### src/design/ale_pkg.sv
// Shared types, codes and sizes for the array list engine.
package ale_pkg;

    localparam int CAPACITY = 8;
    localparam int IDX_W    = (CAPACITY > 1) ? $clog2(CAPACITY) : 1;
    localparam int CNT_W    = $clog2(CAPACITY + 1);

    typedef logic [IDX_W-1:0] t_idx;
    typedef logic [CNT_W-1:0] t_cnt;

    typedef enum logic [2:0] {
        OP_APPEND = 3'd0,
        OP_INSERT = 3'd1,
        OP_REMOVE = 3'd2,
        OP_SEARCH = 3'd3,
        OP_UPDATE = 3'd4,
        OP_CLEAR  = 3'd5
    } t_op;

    typedef enum logic [1:0] {
        ST_OK     = 2'd0,
        ST_FULL   = 2'd1,
        ST_BADPOS = 2'd2,
        ST_NOKEY  = 2'd3
    } t_status;

    typedef struct packed {
        logic [2:0]         operation;
        logic signed [31:0] key;
        logic [3:0]         position;
        logic [63:0]        payload;
    } t_in_item;

    typedef struct packed {
        logic [1:0]  status;
        logic [2:0]  found_index;
        logic [63:0] found_payload;
        logic [3:0]  count;
    } t_out_item;

    typedef struct packed {
        logic [31:0] key;
        logic [63:0] payload;
    } t_rec;

    typedef struct packed {
        logic en;
        t_idx addr;
        t_rec data;
    } t_wr;

endpackage

### src/design/array_list_engine.sv
// Top level of the array list engine: command sequencer over a record store.
// Input channel (i_in_valid / o_in_ready / i_in_item) takes one command item:
// append, insert at position, remove by key, search, update payload or clear.
// Output channel (o_out_valid / i_out_ready / o_out_item) gives exactly one
// result item per command: status, matched index, matched payload, count.
//
// One command is in work at a time; o_in_ready is high only while the
// sequencer is idle. Every pass over the list goes one entry per cycle
// through the record store's single ports, whose read data is registered.
// Append, clear, insert at the end, rejected and empty-list commands make
// no pass; search and update scan from the front up to the first hit,
// insert shifts the entries from the last down to the position, and remove
// scans, then shifts the entries behind the hit. o_in_ready rises with the
// result, and the next item is taken in the cycle after.
//
// The result waits in an output register while the next command runs; if
// the receiver still stalls when that one finishes, hold in the finish state.
// Reset (synchronous, active low) empties the list and drops a pending result;
// records are not cleared, since entries at or above the count are never read.
module array_list_engine (
    input  logic              i_clk,
    input  logic              i_rst_n,
    input  logic              i_in_valid,
    output logic              o_in_ready,
    input  ale_pkg::t_in_item i_in_item,
    output logic              o_out_valid,
    input  logic              i_out_ready,
    output ale_pkg::t_out_item o_out_item
);

    typedef enum logic [6:0] {
        S_IDLE = 7'b0000001,
        S_EXEC = 7'b0000010,
        S_SCAN = 7'b0000100,
        S_SHUP = 7'b0001000,
        S_INSW = 7'b0010000,
        S_SHDN = 7'b0100000,
        S_FIN  = 7'b1000000
    } t_state;

    // control state
    t_state             r_state,     n_state;
    ale_pkg::t_cnt      r_cnt,       n_cnt;
    logic               r_issue,     n_issue;
    logic               r_pend,      n_pend;
    logic               r_out_valid, n_out_valid;

    // payload state
    ale_pkg::t_in_item  r_cmd,       n_cmd;
    ale_pkg::t_idx      r_ptr,       n_ptr;
    ale_pkg::t_idx      r_pend_addr, n_pend_addr;
    ale_pkg::t_idx      r_hit,       n_hit;
    ale_pkg::t_status   r_status,    n_status;
    logic [63:0]        r_fpay,      n_fpay;
    ale_pkg::t_out_item r_out,       n_out;

    ale_pkg::t_wr       w_wr;
    ale_pkg::t_idx      w_raddr;
    ale_pkg::t_rec      w_rdata;
    ale_pkg::t_idx      w_last;
    ale_pkg::t_idx      w_pos_idx;
    logic               w_full;
    logic               w_badpos;

    ale_mem u_mem (
        .i_clk   (i_clk),
        .i_wr    (w_wr),
        .i_raddr (w_raddr),
        .o_rdata (w_rdata)
    );

    // index of the last held entry, only meaningful while count is nonzero
    assign w_last    = ale_pkg::t_idx'(r_cnt - ale_pkg::t_cnt'(1));
    assign w_pos_idx = ale_pkg::t_idx'(r_cmd.position);
    assign w_full    = (r_cnt >= ale_pkg::t_cnt'(ale_pkg::CAPACITY));
    assign w_badpos  = (8'(r_cmd.position) > 8'(r_cnt));

    always_comb begin
        n_state     = r_state;
        n_cnt       = r_cnt;
        n_issue     = r_issue;
        n_pend      = r_pend;
        n_out_valid = r_out_valid && !i_out_ready;
        n_cmd       = r_cmd;
        n_ptr       = r_ptr;
        n_pend_addr = r_pend_addr;
        n_hit       = r_hit;
        n_status    = r_status;
        n_fpay      = r_fpay;
        n_out       = r_out;
        w_wr        = '0;
        w_raddr     = r_ptr;

        case (r_state)
            S_IDLE: begin
                if (i_in_valid) begin
                    n_cmd    = i_in_item;
                    n_status = ale_pkg::ST_OK;
                    n_hit    = '0;
                    n_fpay   = '0;
                    n_state  = S_EXEC;
                end
            end

            S_EXEC: begin
                n_state = S_FIN;
                case (ale_pkg::t_op'(r_cmd.operation))
                    ale_pkg::OP_APPEND: begin
                        if (w_full) begin
                            n_status = ale_pkg::ST_FULL;
                        end else begin
                            w_wr.en   = 1'b1;
                            w_wr.addr = ale_pkg::t_idx'(r_cnt);
                            w_wr.data = {r_cmd.key, r_cmd.payload};
                            n_cnt     = r_cnt + ale_pkg::t_cnt'(1);
                        end
                    end
                    ale_pkg::OP_INSERT: begin
                        if (w_badpos) begin
                            n_status = ale_pkg::ST_BADPOS;
                        end else if (w_full) begin
                            n_status = ale_pkg::ST_FULL;
                        end else if (8'(r_cmd.position) == 8'(r_cnt)) begin
                            // insert at the end: nothing to shift
                            w_wr.en   = 1'b1;
                            w_wr.addr = w_pos_idx;
                            w_wr.data = {r_cmd.key, r_cmd.payload};
                            n_cnt     = r_cnt + ale_pkg::t_cnt'(1);
                        end else begin
                            n_ptr   = w_last;
                            n_issue = 1'b1;
                            n_pend  = 1'b0;
                            n_state = S_SHUP;
                        end
                    end
                    ale_pkg::OP_REMOVE, ale_pkg::OP_SEARCH, ale_pkg::OP_UPDATE: begin
                        if (r_cnt == '0) begin
                            n_status = ale_pkg::ST_NOKEY;
                        end else begin
                            n_ptr   = '0;
                            n_issue = 1'b1;
                            n_pend  = 1'b0;
                            n_state = S_SCAN;
                        end
                    end
                    ale_pkg::OP_CLEAR: begin
                        n_cnt = '0;
                    end
                    default: begin
                        // unused codes leave the list alone
                    end
                endcase
            end

            S_SCAN: begin
                // issue reads from the front, compare each entry in the cycle after its read
                if (r_issue) begin
                    n_pend      = 1'b1;
                    n_pend_addr = r_ptr;
                    if (r_ptr == w_last) begin
                        n_issue = 1'b0;
                    end else begin
                        n_ptr = r_ptr + ale_pkg::t_idx'(1);
                    end
                end else begin
                    n_pend = 1'b0;
                end
                if (r_pend) begin
                    if (w_rdata.key == r_cmd.key) begin
                        n_hit   = r_pend_addr;
                        n_issue = 1'b0;
                        n_pend  = 1'b0;
                        n_state = S_FIN;
                        case (ale_pkg::t_op'(r_cmd.operation))
                            ale_pkg::OP_SEARCH: begin
                                n_fpay = w_rdata.payload;
                            end
                            ale_pkg::OP_UPDATE: begin
                                w_wr.en   = 1'b1;
                                w_wr.addr = r_pend_addr;
                                w_wr.data = {w_rdata.key, r_cmd.payload};
                            end
                            default: begin
                                // remove: close the gap unless the hit is last
                                if (r_pend_addr == w_last) begin
                                    n_cnt = r_cnt - ale_pkg::t_cnt'(1);
                                end else begin
                                    n_ptr   = r_pend_addr + ale_pkg::t_idx'(1);
                                    n_issue = 1'b1;
                                    n_state = S_SHDN;
                                end
                            end
                        endcase
                    end else if (!r_issue) begin
                        n_status = ale_pkg::ST_NOKEY;
                        n_state  = S_FIN;
                    end
                end
            end

            S_SHUP: begin
                // move entries up one slot, from the last down to the position
                if (r_issue) begin
                    n_pend      = 1'b1;
                    n_pend_addr = r_ptr;
                    if (r_ptr == w_pos_idx) begin
                        n_issue = 1'b0;
                    end else begin
                        n_ptr = r_ptr - ale_pkg::t_idx'(1);
                    end
                end else begin
                    n_pend = 1'b0;
                end
                if (r_pend) begin
                    w_wr.en   = 1'b1;
                    w_wr.addr = r_pend_addr + ale_pkg::t_idx'(1);
                    w_wr.data = w_rdata;
                    if (!r_issue) begin
                        n_state = S_INSW;
                    end
                end
            end

            S_INSW: begin
                w_wr.en   = 1'b1;
                w_wr.addr = w_pos_idx;
                w_wr.data = {r_cmd.key, r_cmd.payload};
                n_cnt     = r_cnt + ale_pkg::t_cnt'(1);
                n_state   = S_FIN;
            end

            S_SHDN: begin
                // move entries down one slot, from past the hit to the last
                if (r_issue) begin
                    n_pend      = 1'b1;
                    n_pend_addr = r_ptr;
                    if (r_ptr == w_last) begin
                        n_issue = 1'b0;
                    end else begin
                        n_ptr = r_ptr + ale_pkg::t_idx'(1);
                    end
                end else begin
                    n_pend = 1'b0;
                end
                if (r_pend) begin
                    w_wr.en   = 1'b1;
                    w_wr.addr = r_pend_addr - ale_pkg::t_idx'(1);
                    w_wr.data = w_rdata;
                    if (!r_issue) begin
                        n_cnt   = r_cnt - ale_pkg::t_cnt'(1);
                        n_state = S_FIN;
                    end
                end
            end

            S_FIN: begin
                // hold until the output register is free
                if (!r_out_valid || i_out_ready) begin
                    n_out.status        = r_status;
                    n_out.found_index   = 3'(r_hit);
                    n_out.found_payload = r_fpay;
                    n_out.count         = 4'(r_cnt);
                    n_out_valid         = 1'b1;
                    n_state             = S_IDLE;
                end
            end

            default: begin
                n_state = S_IDLE;
            end
        endcase
    end

    always_ff @(posedge i_clk) begin
        if (!i_rst_n) begin
            r_state     <= S_IDLE;
            r_cnt       <= '0;
            r_issue     <= 1'b0;
            r_pend      <= 1'b0;
            r_out_valid <= 1'b0;
        end else begin
            r_state     <= n_state;
            r_cnt       <= n_cnt;
            r_issue     <= n_issue;
            r_pend      <= n_pend;
            r_out_valid <= n_out_valid;
        end
    end

    always_ff @(posedge i_clk) begin
        r_cmd       <= n_cmd;
        r_ptr       <= n_ptr;
        r_pend_addr <= n_pend_addr;
        r_hit       <= n_hit;
        r_status    <= n_status;
        r_fpay      <= n_fpay;
        r_out       <= n_out;
    end

    assign o_in_ready  = (r_state == S_IDLE);
    assign o_out_valid = r_out_valid;
    assign o_out_item  = r_out;

    // list never holds more than its capacity
    a_cnt_bound: assert property (@(posedge i_clk) disable iff (!i_rst_n)
        r_cnt <= ale_pkg::t_cnt'(ale_pkg::CAPACITY))
        else $error("entry count above capacity");

    // a full status is only reported with a full list
    a_full_count: assert property (@(posedge i_clk) disable iff (!i_rst_n)
        (o_out_valid && o_out_item.status == ale_pkg::ST_FULL)
        |-> (o_out_item.count == 4'(ale_pkg::CAPACITY)))
        else $error("full status with list not full");

    // scan compares only held entries
    a_scan_range: assert property (@(posedge i_clk) disable iff (!i_rst_n)
        (r_state == S_SCAN && r_pend) |-> (8'(r_pend_addr) < 8'(r_cnt)))
        else $error("scan read beyond held entries");

    // an accepted command always enters execution next
    a_accept_exec: assert property (@(posedge i_clk) disable iff (!i_rst_n)
        (i_in_valid && o_in_ready) |=> (r_state == S_EXEC))
        else $error("accepted command not executed");

endmodule

### src/design/ale_mem.sv
// Record store: one write port, one read port with registered data.
module ale_mem (
    input  logic          i_clk,
    input  ale_pkg::t_wr  i_wr,
    input  ale_pkg::t_idx i_raddr,
    output ale_pkg::t_rec o_rdata
);

    ale_pkg::t_rec r_mem [ale_pkg::CAPACITY];
    ale_pkg::t_rec r_rdata;

    always_ff @(posedge i_clk) begin
        if (i_wr.en) begin
            r_mem[i_wr.addr] <= i_wr.data;
        end
        r_rdata <= r_mem[i_raddr];
    end

    assign o_rdata = r_rdata;

endmodule
### config.mk
export PLATFORM = sky130hd
export DESIGN_NAME = array_list_engine
export DESIGN_NICKNAME = d
export VERILOG_FILES = /design/src/design/ale_pkg.sv /design/src/design/array_list_engine.sv /design/src/design/ale_mem.sv
export SDC_FILE = /design/constraint.sdc
export NUM_CORES = 1
export LEC_CHECK = 0
export CAP_MARGIN = 20
export CORE_UTILIZATION = 35
export CTS_BUF_LIST = sky130_fd_sc_hd__clkbuf_2 sky130_fd_sc_hd__clkbuf_4 sky130_fd_sc_hd__clkbuf_8
export DETAILED_ROUTE_END_ITERATION = 10
export DONT_BUFFER_PORTS = 1
export GPL_ROUTABILITY_DRIVEN = 0
export PLACE_DENSITY = 0.47
export REMOVE_ABC_BUFFERS = 1
export SLEW_MARGIN = 20
export SYNTH_ARGS = -nofsm -noshare
export SYNTH_HDL_FRONTEND = slang
export SYNTH_HIERARCHICAL = 1
export SYNTH_SLANG_ARGS = --single-unit
### constraint.sdc
create_clock -name i_clk -period 13.8 [get_ports i_clk]
set_input_delay 2.76 -clock i_clk [delete_from_list [all_inputs] [get_ports i_clk]]
set_output_delay 2.76 -clock i_clk [all_outputs]
set_load 0.01 [all_outputs]
=== Yosys cells after proc, flatten, opt, wreduce, memory -nomap -nowiden ===
Memories as Yosys holds them, arrays and structs flattened. A register that Yosys moved wholly into a read port is not among the register bits.
Cells that the tools add are included.

* Add/sub/neg operators: 6
* Muxes and demuxes: 98
* $lt $le $gt $ge: 2
* Equality and inequality tests: 42
* Reduce and logical (&&, ||, !) cells: 26

{| class="wikitable"
|+ Operators with widths
! kind !! count
|-
| $mux W100 || 9
|-
| $pmux W100 S5 || 1
|-
| $mux W64 || 4
|-
| $pmux W100 S2 || 1
|-
| $pmux W64 S2 || 1
|-
| $mux W7 || 14
|-
| $pmux W7 S7 || 1
|-
| $mux W3 || 15
|-
| $mux W4 || 10
|-
| $eq A32 B32 Y1 || 1
|-
| $ne A2 B2 Y1 const B || 14
|-
| $mux W1 || 23
|-
| $ne A3 B3 Y1 const B || 7
|-
| $reduce_and A6 Y1 || 3
|-
| $pmux W4 S4 || 1
|-
| $mux W2 || 7
|-
| $pmux W7 S2 || 1
|-
| $pmux W2 S3 || 2
|-
| $pmux W3 S2 || 2
|-
| $pmux W3 S4 || 1
|-
| $pmux W4 S3 || 1
|-
| $reduce_and A12 Y1 || 1
|-
| $eq A3 B3 Y1 || 3
|-
| $reduce_and A8 Y1 || 1
|-
| other kinds (38) || 50
|}

* Register bits: 265
* Input bits: 107
* RAM bits: 768
* Memories kept: 1

{| class="wikitable"
|+ Memory list
! memory !! depth !! width !! read ports !! clocked after Yosys merged registers in !! wr ports !! RTL line !! RTL
|-
| u_mem.r_mem || 8 || 96 || 1 || 1 || 1 || ale_mem.sv:9 || <nowiki>ale_pkg::t_rec r_mem [ale_pkg::CAPACITY];</nowiki>
|}

=== Depth between registers and ports, before layout ===
* Depth in word-level cells: 9
* Gate-level depth with buffers: 11
* Depth with buffers taken out: 10

=== Hierarchy ===
The synthesis kept the hierarchy.

{| class="wikitable"
|+ By module, submodules not included
! module !! area an instance (um^2) !! instances !! sequential area each (um^2) !! cells an instance
|-
| ale_mem || 30,805.8 || 1 || 24,984.0 || 1,219
|-
| array_list_engine || 11,207.0 || 1 || 7,817.5 || 756
|}

=== Least setup slack after synthesis ===
No wires, ideal clock.

* Path type: input port to flip-flop
* Start point: in i_in_valid
* End point: reg r_fpay[0], enable pin
* Arrival time: 13,042 ps
* Required time: 13,314 ps
* Library setup time: 486 ps
* Stages on the path: 4
* Buffers on the path: 0
* Path slack: 272 ps
* Path through: inv_1 -> nor3_1 -> nor2_1 -> nor2_1

* Word-level cells in the longest chain between the ends: 2

{| class="wikitable"
|+ Ends and longest elaborated chain
! what !! RTL line !! RTL
|-
| start: declaration || array_list_engine.sv:23 || <nowiki>input logic i_in_valid,</nowiki>
|-
| $ne A2 B2 Y1 (no line) || - ||
|-
| $reduce_and A5 Y1 (no line) || - ||
|-
| end signal: assignment || array_list_engine.sv:296 || <nowiki>r_fpay <= n_fpay;</nowiki>
|-
| end: declaration || array_list_engine.sv:54 || <nowiki>logic [63:0] r_fpay, n_fpay;</nowiki>
|}

Every way passes these cells.
A chain may end at the register's enable or synchronous reset.

=== Worst setup path after layout ===
* Start point: reg r_state[6]
* End point: out o_in_ready

* Word-level cells in the longest chain between the ends: 1

{| class="wikitable"
|+ Ends and longest elaborated chain
! what !! RTL line !! RTL
|-
| start: declaration || array_list_engine.sv:42 || <nowiki>t_state r_state, n_state;</nowiki>
|-
| start signal: assignment || array_list_engine.sv:282 || <nowiki>r_state <= n_state;</nowiki>
|-
| $eq A7 B1 Y1 || array_list_engine.sv:300 || <nowiki>assign o_in_ready = (r_state == S_IDLE);</nowiki>
|-
| end: declaration || array_list_engine.sv:24 || <nowiki>output logic o_in_ready,</nowiki>
|}

Every way passes these cells.

==> insert_results.sql <==
INSERT INTO impl_metrics (metric_group, metric, value, unit) VALUES
('run_status', 'outcome', 'completed', ''),
('sta', 'final_period_minus_worst_setup_slack', '5.53', 'ns'),
('layout', 'post_route_cells_drive_above_1_share', '29.2', '%'),
('global_routing', 'globalRouteOverflowTotal', '0', ''),
('global_routing', 'groute.usage.overall', '15.8', '%'),
('global_routing', 'grt_antenna_before_repair', '40', ''),
('power_and_ir_drop', 'p_per_area', '148', 'mW/mm^2'),
('power_and_ir_drop', 'switching_power_share_of_the_total', '21.1', '%'),
('die', 'initial_utilization', '35.4', '%'),
('detailed_routing', 'route.detailed.vias_per_inst', '5.02', ''),
('clock_tree', 'cts_post_setup_buffers_inserted', '0', ''),
('clock_tree', 'cts-resized-gates', '0', ''),
('power_and_ir_drop', 'power_leakage', '13.6', 'nW'),
('power_and_ir_drop', 'share_comb_of_total_power', '2.4', '%'),
('clock_tree', 'cts-root-buf', 'clkbuf_8', ''),
('layout', 'layout.cell_area.non_filler', '0.0478', 'sq mm'),
('detailed_routing', 'via_count', '19400', ''),
('die', 'row_count', '126', ''),
('logic_synthesis', 'yosysWarningCount', '6', ''),
('logic_synthesis', 'synth.cell_area', '0.0420', 'sq mm'),
('sta', 'maxSlewViolCount', '0', ''),
('detailed_routing', 'antenna_violating_nets_post_route', '0', ''),
('clock_tree', 'cts-buffers-inserted', '187', ''),
('detailed_routing', 'drc', '0', ''),
('power_and_ir_drop', 'cellInternalPower', '5.60', 'mW'),
('power_and_ir_drop', 'share_seq_of_total_power', '54.6', '%'),
('logic_synthesis', 'async_reset_ff_share', '0', '%'),
('logic_synthesis', 'synth.lib_cells_used.distinct', '66', ''),
('sta', 'setup_viol_count_final', '0', ''),
('sta', 'final_min_period_over_clock_period', '40.0', '%'),
('die', 'core', '0.119', 'sq mm'),
('die', 'chipHeight', '348', 'um'),
('critical_path', 'critical_path.reg2reg.startpoint', 'r_cmd[85]', ''),
('layout', 'fillerInstances', '10600', ''),
('clock_tree', 'clk-insertion-delay-late', '0.85', 'ns'),
('critical_path', 'critical_path_required', '11.04', 'ns'),
('layout', 'area.sequential', '0.0328', 'sq mm'),
('min_path', 'hold_start', 'r_fpay[48]', ''),
('die', 'ios', '182', ''),
('detailed_routing', 'drt-wirelength-per-cell', '24.8', 'um'),
('placement', 'port_buffers', '0', ''),
('global_routing', 'grt_start_max_net_pins', '148', ''),
('global_routing', 'met3_usage_grt', '4.68', '%'),
('critical_path', 'critPathArrivalTime', '2.77', 'ns'),
('global_routing', 'gr-max-usage-layer', 'met2', ''),
('clock_tree', 'ctsLongestPathBuffers', '3', ''),
('critical_path', 'worst_path_maximum_fanout', '11', ''),
('global_routing', 'via_count_of_the_first_global_routing_pass', '21000', ''),
('logic_synthesis', 'average_size_of_a_mapped_cell', '21.3', 'sq um'),
('critical_path', 'setup.worst_path.end_class', 'output port', ''),
('logic_synthesis', 'postSynthRegisterBits', '1129', ''),
('detailed_routing', 'drc_violation_total_after_the_first_tritonroute_iteration', '1325', ''),
('clock_tree', 'cts.htree.levels', '4', ''),
('critical_path', 'timing.rr.end', 'u_mem/r_mem[7][37]', ''),
('min_path', 'hold_class', 'reg -> reg', ''),
('logic_synthesis', 'synthCells', '1975', ''),
('critical_path', 'timing_worst_setup_path_type', 'reg -> out', ''),
('logic_synthesis', 'seq_area_frac_synth', '78.1', '%'),
('run', 'timing.max_cap.violations', '0', ''),
('sta', 'timing_worst_slew_pin_value', '1.05', 'ns'),
('power_and_ir_drop', 'net-switching-power', '1.50', 'mW'),
('clock_tree', 'tritoncts', 'built', ''),
('placement', 'hpwl_reported_at_the_end_of_detailed_placement', '51300', 'um'),
('placement', 'placedInstanceArea', '0.0438', 'sq mm'),
('sta', 'max_clock_freq', '0.181', 'GHz'),
('sta', 'final.setup.tns', '0', 'ns'),
('power_and_ir_drop', 'power_frac_clock', '43.0', '%'),
('global_routing', 'met2_usage', '25.9', '%'),
('min_path', 'holdPathStages', '0', ''),
('clock_tree', 'clock_sinks', '1129', ''),
('sta', 'grt_setup_unrepaired', 'false', '');
-- how the worst max path moves through the flow --
| stage | slack (ns) | cells after the start | end |
|---|---|---|---|
| final | 8.27 | 3 | o_in_ready |
| after global routing | 8.08 | 3 | o_in_ready |
| after CTS | 8.23 | 3 | o_in_ready |
| after detailed placement | 7.96 | 6 | r_fpay[27] |
| after global placement | 8.02 | 6 | r_fpay[35] |
| after floorplan | 0.27 | 4 | r_fpay[0] |
-- cells in the mapped netlist, drive strengths merged, types with 3 or more instances --
cell / n / area, sq um
edfxtp: 1019 / 30600
mux4: 192 / 4320
dfxtp: 110 / 2200
mux2: 97 / 1090
a22o: 96 / 841
and2: 66 / 415
buf: 55 / 417
clkbuf: 43 / 161
nor2: 38 / 150
xor2: 37 / 324
nand2: 22 / 82.6
inv: 20 / 75.1
a21oi: 17 / 85.1
nor4: 17 / 106
o21ai: 15 / 75.1
nand3: 11 / 55.1
nor3: 11 / 55.1
xnor2: 11 / 96.3
ha: 10 / 125
mux2i: 7 / 70.1
nand2b: 7 / 43.8
o211ai: 6 / 50.1
or3: 6 / 37.5
and3: 5 / 31.3
nand4: 5 / 31.3
nor2b: 5 / 31.3
o22ai: 5 / 37.5
o31ai: 4 / 30.0
a211oi: 3 / 22.5
a31oi: 3 / 18.8
-- power groups by stage --
stage	sequential (mW)	clock, mW	combinational (mW)
4_1_cts	3.88	3.16	0.174
5_1_grt	3.88	3.30	0.187
3_3_place_gp	3.95	0	0.173
3_5_place_dp	3.95	0	0.177
6_report	3.88	3.05	0.169
2_1_floorplan	3.94	0	0.105
-- metal layers --
metal  share of wire [%]  routed length [um]
met1                  43               41500
met2                  49               46600
met3                 5.7                5420
met4                 2.0                1940
met5                0.27                 263
-- layout by cell type (no fill, tap or decap), types with 8 or more instances in the layout --
| cell | n |
|---|---|
| a21oi_1 | 17 |
| a22o_1 | 96 |
| and2_1 | 65 |
| buf_4 | 27 |
| clkbuf_4 | 62 |
| clkbuf_8 | 220 |
| clkinv_1 | 33 |
| clkinv_2 | 19 |
| dfxtp_1 | 110 |
| diode_2 | 9 |
| edfxtp_1 | 1019 |
| ha_1 | 10 |
| inv_1 | 20 |
| mux2_2 | 96 |
| mux4_2 | 192 |
| nand2_1 | 22 |
| nand3_1 | 11 |
| nor2_1 | 29 |
| nor2_4 | 9 |
| nor3_1 | 8 |
| nor4_1 | 16 |
| o21ai_0 | 9 |
| xnor2_1 | 11 |
| xor2_1 | 37 |
-- worst max-delay path: stages (launching register included) --
cell     delay [ns]
dfxtp_1        0.41
nor3_1         0.66
nand2_1        0.22
nor2_1         0.65
-- cells by family (layout without fill, tap and decap cells) --
logic type,count (synthesis),after routing,synth area share [%]
DFF,1129,1129,78.1
buffers and inverters,118,400,1.55
AOI/OAI and AO/OA,169,169,3.21
xor gates and xnor gates,50,50,1.11
other,0,9,0
and+or+nand+nor,203,203,2.69
muxes,296,296,13.1
adders and majority gates,10,10,0.298
-- layout make-up --
cell class | count | area share (%)
Sequential cell | 1129 | 68.6
Multi-Input combinational cell | 728 | 18.1
Clock buffer | 282 | 7.30
Tap cell | 1600 | 4.18
Clock inverter | 66 | 1.04
Timing Repair Buffer | 32 | 0.615
Inverter | 20 | 0.157
Antenna cell | 9 | 0.0471
-- sequential cells by signal, summed over array words and instances, names as in the netlist --
signal,count
r_issue,1
o_out_valid,1
r_cmd,103
r_fpay,64
r_pend,1
r_status,2
u_mem/o_rdata,96
o_out_item,73
r_ptr,3
r_cnt,4
u_mem/r_mem,768
r_state,7
r_pend_addr,3
r_hit,3
-- metrics by stage --
step / instances / setup WS (ns) / power (mW) / util [%]
floorplan: 1877 / 0.272 / 4.05 / -
global placement: 3509 / 8.02 / 4.12 / 37.0
detailed placement: 3509 / 7.96 / 4.13 / 37.0
CTS: 3857 / 8.23 / 7.21 / 40.3
global route: 3860 / 8.08 / 7.37 / 40.3
finish: 3866 / 8.27 / 7.10 / 40.4
Note: power is estimated with default switching activity, not from simulation.
